## src/hdl/srgblab_queue.sv

```systemverilog
// Small register queue that decouples the lookup front end from the arithmetic back end.
// Depends on nothing.
module srgblab_queue #(
  parameter int WIDTH = 8,
  parameter int DEPTH = 4
) (
  input  logic             clk,
  input  logic             rst,
  input  logic             push,
  input  logic [WIDTH-1:0] din,
  output logic             full,
  input  logic             pop,
  output logic [WIDTH-1:0] dout,
  output logic             empty
);
  localparam int AW = (DEPTH > 1) ? $clog2(DEPTH) : 1;
  localparam int CNTW = $clog2(DEPTH + 1);

  logic [WIDTH-1:0] mem [DEPTH];
  logic [AW-1:0] wr_ptr;
  logic [AW-1:0] rd_ptr;
  logic [CNTW-1:0] count;

  assign full = (count == CNTW'(DEPTH));
  assign empty = (count == '0);
  assign dout = mem[rd_ptr];

  always_ff @(posedge clk) begin
    if (push) begin
      mem[wr_ptr] <= din;
    end
  end

  always_ff @(posedge clk) begin
    if (rst) begin
      wr_ptr <= '0;
      rd_ptr <= '0;
      count <= '0;
    end else begin
      if (push) begin
        wr_ptr <= (wr_ptr == AW'(DEPTH - 1)) ? '0 : wr_ptr + AW'(1);
      end
      if (pop) begin
        rd_ptr <= (rd_ptr == AW'(DEPTH - 1)) ? '0 : rd_ptr + AW'(1);
      end
      if (push && !pop) begin
        count <= count + CNTW'(1);
      end else if (pop && !push) begin
        count <= count - CNTW'(1);
      end
    end
  end
endmodule

```

## config.mk

```make
export PLATFORM = sky130hd
export DESIGN_NAME = srgblab_queue
export DESIGN_NICKNAME = d
export VERILOG_FILES = /design/src/hdl/srgblab_queue.sv
export SDC_FILE = /design/constraint.sdc
export NUM_CORES = 1
export LEC_CHECK = 0
export ABC_AREA = 1
export BUFFER_PORTS_ARGS = -buffer_cell sky130_fd_sc_hd__buf_4
export CAP_MARGIN = 25
export CORE_ASPECT_RATIO = 1.1
export CORE_MARGIN = 8
export CORE_UTILIZATION = 55
export CTS_CLUSTER_DIAMETER = 120
export DETAILED_ROUTE_END_ITERATION = 8
export PLACE_DENSITY = 0.78
export SLEW_MARGIN = 20
export SYNTH_ARGS = -nofsm -noshare
export SYNTH_HDL_FRONTEND = slang
export SYNTH_SLANG_ARGS = --single-unit
```

## constraint.sdc

```tcl
create_clock -name clk -period 1.4 [get_ports clk]
set_input_delay 0.14 -clock clk [delete_from_list [all_inputs] [get_ports clk]]
set_output_delay 0.14 -clock clk [all_outputs]
set_load 0.02 [all_outputs]
```

==> results of run 1 <==
-- worst max-delay path, cell delays in order (launching register included) --
cell and delay (ns):
dfxtp_4 0.42, buf_6 0.16, o21ai_2 0.05, o22ai_1 0.16, buf_4 0.17
-- report_power, final --
| part | switching [uW] | internal [uW] |
|---|---|---|
| Clock | 350 | 370 |
| Combinational | 260 | 219 |
| Sequential | 48.4 | 1380 |
-- flip-flops by register name, indices dropped and copies added (netlist names), named ones only --
| register | count |
|---|---|
| rd_ptr | 2 |
| count | 3 |
| wr_ptr | 2 |
| mem | 32 |
-- per-layer routing --
layer	vias to the layer above	routed length, um	part of all wire (%)
met5	-	0	0
met2	29	1790	55
li1	553	-	-
met3	6	145	4.4
met1	546	1290	39
met4	0	51	1.6
-- final timing paths --
path                     to  startpoint  slack [ns]  depth (start not counted)
setup / recovery    dout[1]   flip-flop       -0.04                          4
hold / removal    mem[2][3]      din[3]        0.03                          1
setup reg to reg  mem[2][3]   wr_ptr[0]        0.14                          4
hold reg to reg   wr_ptr[1]   wr_ptr[1]        0.54                          2
-- repair_timing --
item	in CTS	in global routing
pin swaps	9	9
cloned	0	0
hold buffers	8	0
endpoints found under the setup margin	8	8
gates resized for setup	21	20
endpoints found under the hold margin	31	0
setup buffers	3	1
-- kinds of logic after synthesis --
kind of cell / count (synthesis) / synth area share (%)
AO/OA/AOI/OAI: 30 / 10.2
XOR/XNOR: 1 / 0.530
adder cells (fa/ha/maj): 7 / 5.76
buffers and inverters: 18 / 5.00
flip-flops: 41 / 69.1
AND/OR/NAND/NOR: 38 / 9.47
-- stage by stage --
stage	util [%]	hold slack (ns)
floorplan	-	0.212
global placement	63.4	0.338
detailed placement	63.4	0.343
CTS	71.1	0.00533
global route	73.6	0.00942
finish	73.6	0.0297
-- area by class of cell --
cell class,count,area share (%)
clock buffer,5,1.73
clock inverter,3,1.91
inverter,16,3.24
multi-input combinational,76,22.4
sequential,41,53.1
tap,34,1.97
timing repair buffer,38,15.7
-- cell usage after synthesis --
library cell,instances,area [sq um]
nand3_1,1,5.00
a21oi_1,3,15.0
fa_1,1,20.0
inv_2,1,3.75
o21ai_0,15,75.1
ha_1,6,75.1
nand4_1,1,6.26
edfxtp_1,32,961
nor2_2,2,12.5
xor2_1,1,8.76
o21ai_2,2,17.5
buf_6,2,22.5
o21ai_1,2,10.0
nor2_1,22,82.6
nand2_1,8,30.0
dfxtp_1,9,180
o22ai_1,8,50.1
nor3_1,4,20.0
inv_1,15,56.3
==> results.sh, run 1 <==
export IMPL_regArea_sq_um=1150
export IMPL_via_per_inst=5.32
export IMPL_p_total_uw=2630
export IMPL_p_leak_uw=0.000874
export IMPL_initial_core_util_pct=56.1
export IMPL_cp_end_kind="output pin"
export IMPL_fin_cells=213
export IMPL_antenna_found_initial=0
export IMPL_cts_tree="yes"
export IMPL_die_w_um=68.3
export IMPL_clk_path_buf_depth=2
export IMPL_setup_violations=8
export IMPL_die_y_um=73.5
export IMPL_drtIter0Drc=34
export IMPL_critPathMaxFanout=8
export IMPL_dieArea_sq_um=5010
export IMPL_grt_usage_pct=13.9
export IMPL_drive_above_1_share_pct=32.4
export IMPL_grt_first_pass_wirelength_um=5220
export IMPL_fin_worst_skew_ns=0.00787
export IMPL_cts_sinks=41
export IMPL_clk_pin_slew_ns=0.12
export IMPL_row_count=21
export IMPL_drt_wirelength_per_cell_um=15.4
export IMPL_seq_area_frac_synth_pct=69.1
export IMPL_ant_nets=0
export IMPL_yosysUniqueCellTypes=19
export IMPL_avgSynthCellArea_sq_um=12.2
export IMPL_first_global_vias=1184
export IMPL_place_area_sq_um=1870
export IMPL_worstSetupStartpointType="flip-flop"
export IMPL_grt_max_degree=17
export IMPL_layout_nets=197
export IMPL_cts_root_buf="clkbuf_4"
export IMPL_synthToLayoutAreaGrowth_pct=31.1
export IMPL_htreeDepth=2
export IMPL_yosysWarnings=0
export IMPL_max_freq_mhz=693
export IMPL_rsz0062_at_grt="true"
export IMPL_place_inst=193
export IMPL_dr_pass1_iters=4
export IMPL_ys_ff_latch=41
export IMPL_status="finished, violations left"
export IMPL_max_cap_viol_count=0
export IMPL_ir_drop_mv=0.981
export IMPL_slew_headroom_pct=75.0
export IMPL_path_class="flip-flop to output pin"
export IMPL_clock_latency_ns=0.33
export IMPL_required_ns=1.26
export IMPL_final_cell_mix="32 x edfxtp_1, 22 x buf_4, 21 x nor2_1"
export IMPL_power_density_nw_per_um2=1210
export IMPL_vias=1134
export IMPL_fill_cells=201
export IMPL_worst_slew_pin_slew_ns=0.374
export IMPL_period_share_pct=103
export IMPL_final_common_cell="edfxtp_1"
export IMPL_setup_slack_ns=-0.0432
export IMPL_place_ws_ns=0.0245
export IMPL_syn_nets=154
export IMPL_hold_class="input pin to flip-flop"
export IMPL_use_met1_pct=15.8
export IMPL_violations="negative setup slack"
export IMPL_cts_buffers=5
export IMPL_io_buffer_count=21
export IMPL_hold_violations=0
export IMPL_dp_hpwl_um=2130
export IMPL_io_pins=22
export IMPL_gp_congestion=0.712
export IMPL_timing_setup_tns_ns=-0.179
export IMPL_grt_overflow=0
export IMPL_worst_ep_arrival_time_ns=1.30
export IMPL_slew_viol_final=0
export IMPL_num_antenna_cells=0
export IMPL_synthesis_area_sq_um=1650
export IMPL_grt_use_met2_pct=23.9
export IMPL_core_area_sq_um=2940
export IMPL_fin_area_sq_um=2160
export IMPL_period_minus_slack_ns=1.44
export IMPL_drt_total_wl_um=3280
export IMPL_use_met3_pct=3.51
export IMPL_drc=0
export IMPL_grt_busiest_layer="met2"
export IMPL_synthesis_instances=135
export IMPL_multi_input_area_sq_um=485
Note: power is estimated with default switching activity, not from simulation.
==> run 2, diff against run 1 <==
==> constraint.sdc (replaced) <==
create_clock -name clk -period 1.75 [get_ports clk]
set_input_delay 0.175 -clock clk [delete_from_list [all_inputs] [get_ports clk]]
set_output_delay 0.175 -clock clk [all_outputs]
set_load 0.02 [all_outputs]
==> run 2 against run 1 <==
The flow now finishes without violations. Clock power shrank 29%. Total power shrank 25%. Wire length shrank 14%. Design area shrank 11%. Sequential cell count is the same. Die area is the same. Largest power group unchanged.
==> results.sh, run 2 (synthesized netlist as in run 1, its figures left out) <==
export IMPL_clk_path_buf_depth=2
export IMPL_io_pins=22
export IMPL_num_antenna_cells=0
export IMPL_synthToLayoutAreaGrowth_pct=16.6
export IMPL_fin_worst_skew_ns=0.0138
export IMPL_path_class="flip-flop to output pin"
export IMPL_ant_nets=0
export IMPL_multi_input_area_sq_um=428
export IMPL_slew_viol_final=0
export IMPL_drt_wirelength_per_cell_um=14.1
export IMPL_period_minus_slack_ns=1.60
export IMPL_final_cell_mix="32 x edfxtp_1, 23 x buf_4, 22 x nor2_1"
export IMPL_grt_overflow=0
export IMPL_die_w_um=68.3
export IMPL_p_total_uw=1960
export IMPL_drt_total_wl_um=2810
export IMPL_clock_latency_ns=0.33
export IMPL_required_ns=1.57
export IMPL_max_cap_viol_count=0
export IMPL_vias=1048
export IMPL_slew_headroom_pct=74.6
export IMPL_initial_core_util_pct=56.1
export IMPL_p_sw_uw=486
export IMPL_power_density_nw_per_um2=1020
export IMPL_worst_slew_pin_slew_ns=0.381
export IMPL_top_register="mem"
export IMPL_power_frac_comb_pct=15.7
export IMPL_hold_class="input pin to flip-flop"
export IMPL_drc=0
export IMPL_period_share_pct=91.7
export IMPL_ir_drop_mv=0.863
export IMPL_power_share_clock_pct=26.2
export IMPL_timing_setup_tns_ns=0
export IMPL_worst_ep_arrival_time_ns=1.43
export IMPL_p_leak_uw=0.000783
export IMPL_first_global_vias=1150
export IMPL_io_buffer_count=21
export IMPL_htreeDepth=2
export IMPL_hold_violations=0
export IMPL_grt_usage_pct=13.0
export IMPL_antenna_found_initial=0
export IMPL_dieArea_sq_um=5010
export IMPL_place_inst=190
export IMPL_via_per_inst=5.27
export IMPL_fin_cells=199
export IMPL_dr_pass1_iters=4
export IMPL_core_area_sq_um=2940
export IMPL_row_count=21
export IMPL_status="completed"
export IMPL_layout_nets=183
export IMPL_worstSetupStartpointType="flip-flop"
export IMPL_top_regs="mem (32), count (3)"
export IMPL_final_common_cell="edfxtp_1"
export IMPL_largest_reg_flops=32
export IMPL_gp_congestion=0.716
export IMPL_drive_above_1_share_pct=21.8
export IMPL_power_frac_seq_pct=58.1
export IMPL_critPathMaxFanout=9
export IMPL_swShare_pct=24.9
export IMPL_max_freq_mhz=623
export IMPL_cp_end_kind="output pin"
export IMPL_cts_buffers=5
export IMPL_regArea_sq_um=1140
export IMPL_cts_root_buf="clkbuf_4"
export IMPL_fill_cells=213
export IMPL_grt_first_pass_wirelength_um=4850
export IMPL_internal_power_uw=1470
export IMPL_cts_tree="yes"
export IMPL_dp_hpwl_um=2060
export IMPL_die_y_um=73.5
export IMPL_cts_sinks=41
export IMPL_drtIter0Drc=48
export IMPL_rsz0062_at_grt="false"
export IMPL_clk_pin_slew_ns=0.12
export IMPL_setup_violations=0
export IMPL_grt_max_degree=17
## run 2: cell count changes in the layout (fill, tap and decap cells not counted), sizes merged
cell	delta
buf	-7
bufinv	-1
clkbuf	+2
clkinvlp	-1
dlygate4sd3	-7
## run 2: layer usage
| layer | wire (um) | GRT usage [%] | part of all wire [%] | vias up |
|---|---|---|---|---|
| li1 | - | - | - | 527 |
| met1 | 1040 | 12.8 | 37 | 486 |
| met2 | 1560 | 23.9 | 55 | 28 |
| met3 | 164 | 4.73 | 5.8 | 7 |
| met4 | 46 | 4.56 | 1.6 | 0 |
| met5 | 0 | 0 | 0 | - |
## run 2: worst paths after layout
kind,endpoint,from,slack (ns),depth (start not counted)
min reg2reg,wr_ptr[1],wr_ptr[1],0.54,2
max,dout[2],flip-flop,0.15,4
min,mem[1][4],din[4],0.04,1
max reg2reg,mem[2][0],wr_ptr[0],0.46,4
## run 2: repair_timing
action | CTS | global route
endpoints found under the hold margin | 0 | 1
resized for setup | 0 | 1
setup buffers | 0 | 0
hold buffers | 0 | 1
setup endpoints to repair | 0 | 6
## run 2: final cells by class
class                           instances  area share, %
Sequential cell                        41           59.3
Multi-Input combinational cell         76           22.2
Timing Repair Buffer                   24           9.49
Clock buffer                            7           3.44
Inverter                               16           3.12
Tap cell                               34           2.21
Clock inverter                          1          0.260
## run 2: worst max-delay path, cell delays in order, from the launching register on
cell and delay, ns:
dfxtp_1 0.55, inv_2 0.16, o21ai_0 0.13, o22ai_1 0.10, buf_4 0.16
## run 2: power groups by stage
stage          Combinational (uW)  Sequential, uW  Clock (uW)
2_1_floorplan                 186            1150           0
3_3_place_gp                  291            1160           0
4_1_cts                       307            1140         518
5_1_grt                       343            1140         560
3_5_place_dp                  306            1160           0
6_report                      306            1140         514
## run 2: stage by stage
| stage | hold slack [ns] | instance area, sq um | utilization (%) | setup slack, ns |
|---|---|---|---|---|
| global placement | 0.371 | 1840 | 62.7 | 0.376 |
| global route | 0.00856 | 1930 | 65.4 | 0.0452 |
| floorplan | 0.247 | 1650 | - | 0.524 |
| finish | 0.0351 | 1930 | 65.4 | 0.146 |
| CTS | 0.0140 | 1920 | 65.1 | 0.0322 |
| detailed placement | 0.377 | 1840 | 62.7 | 0.282 |
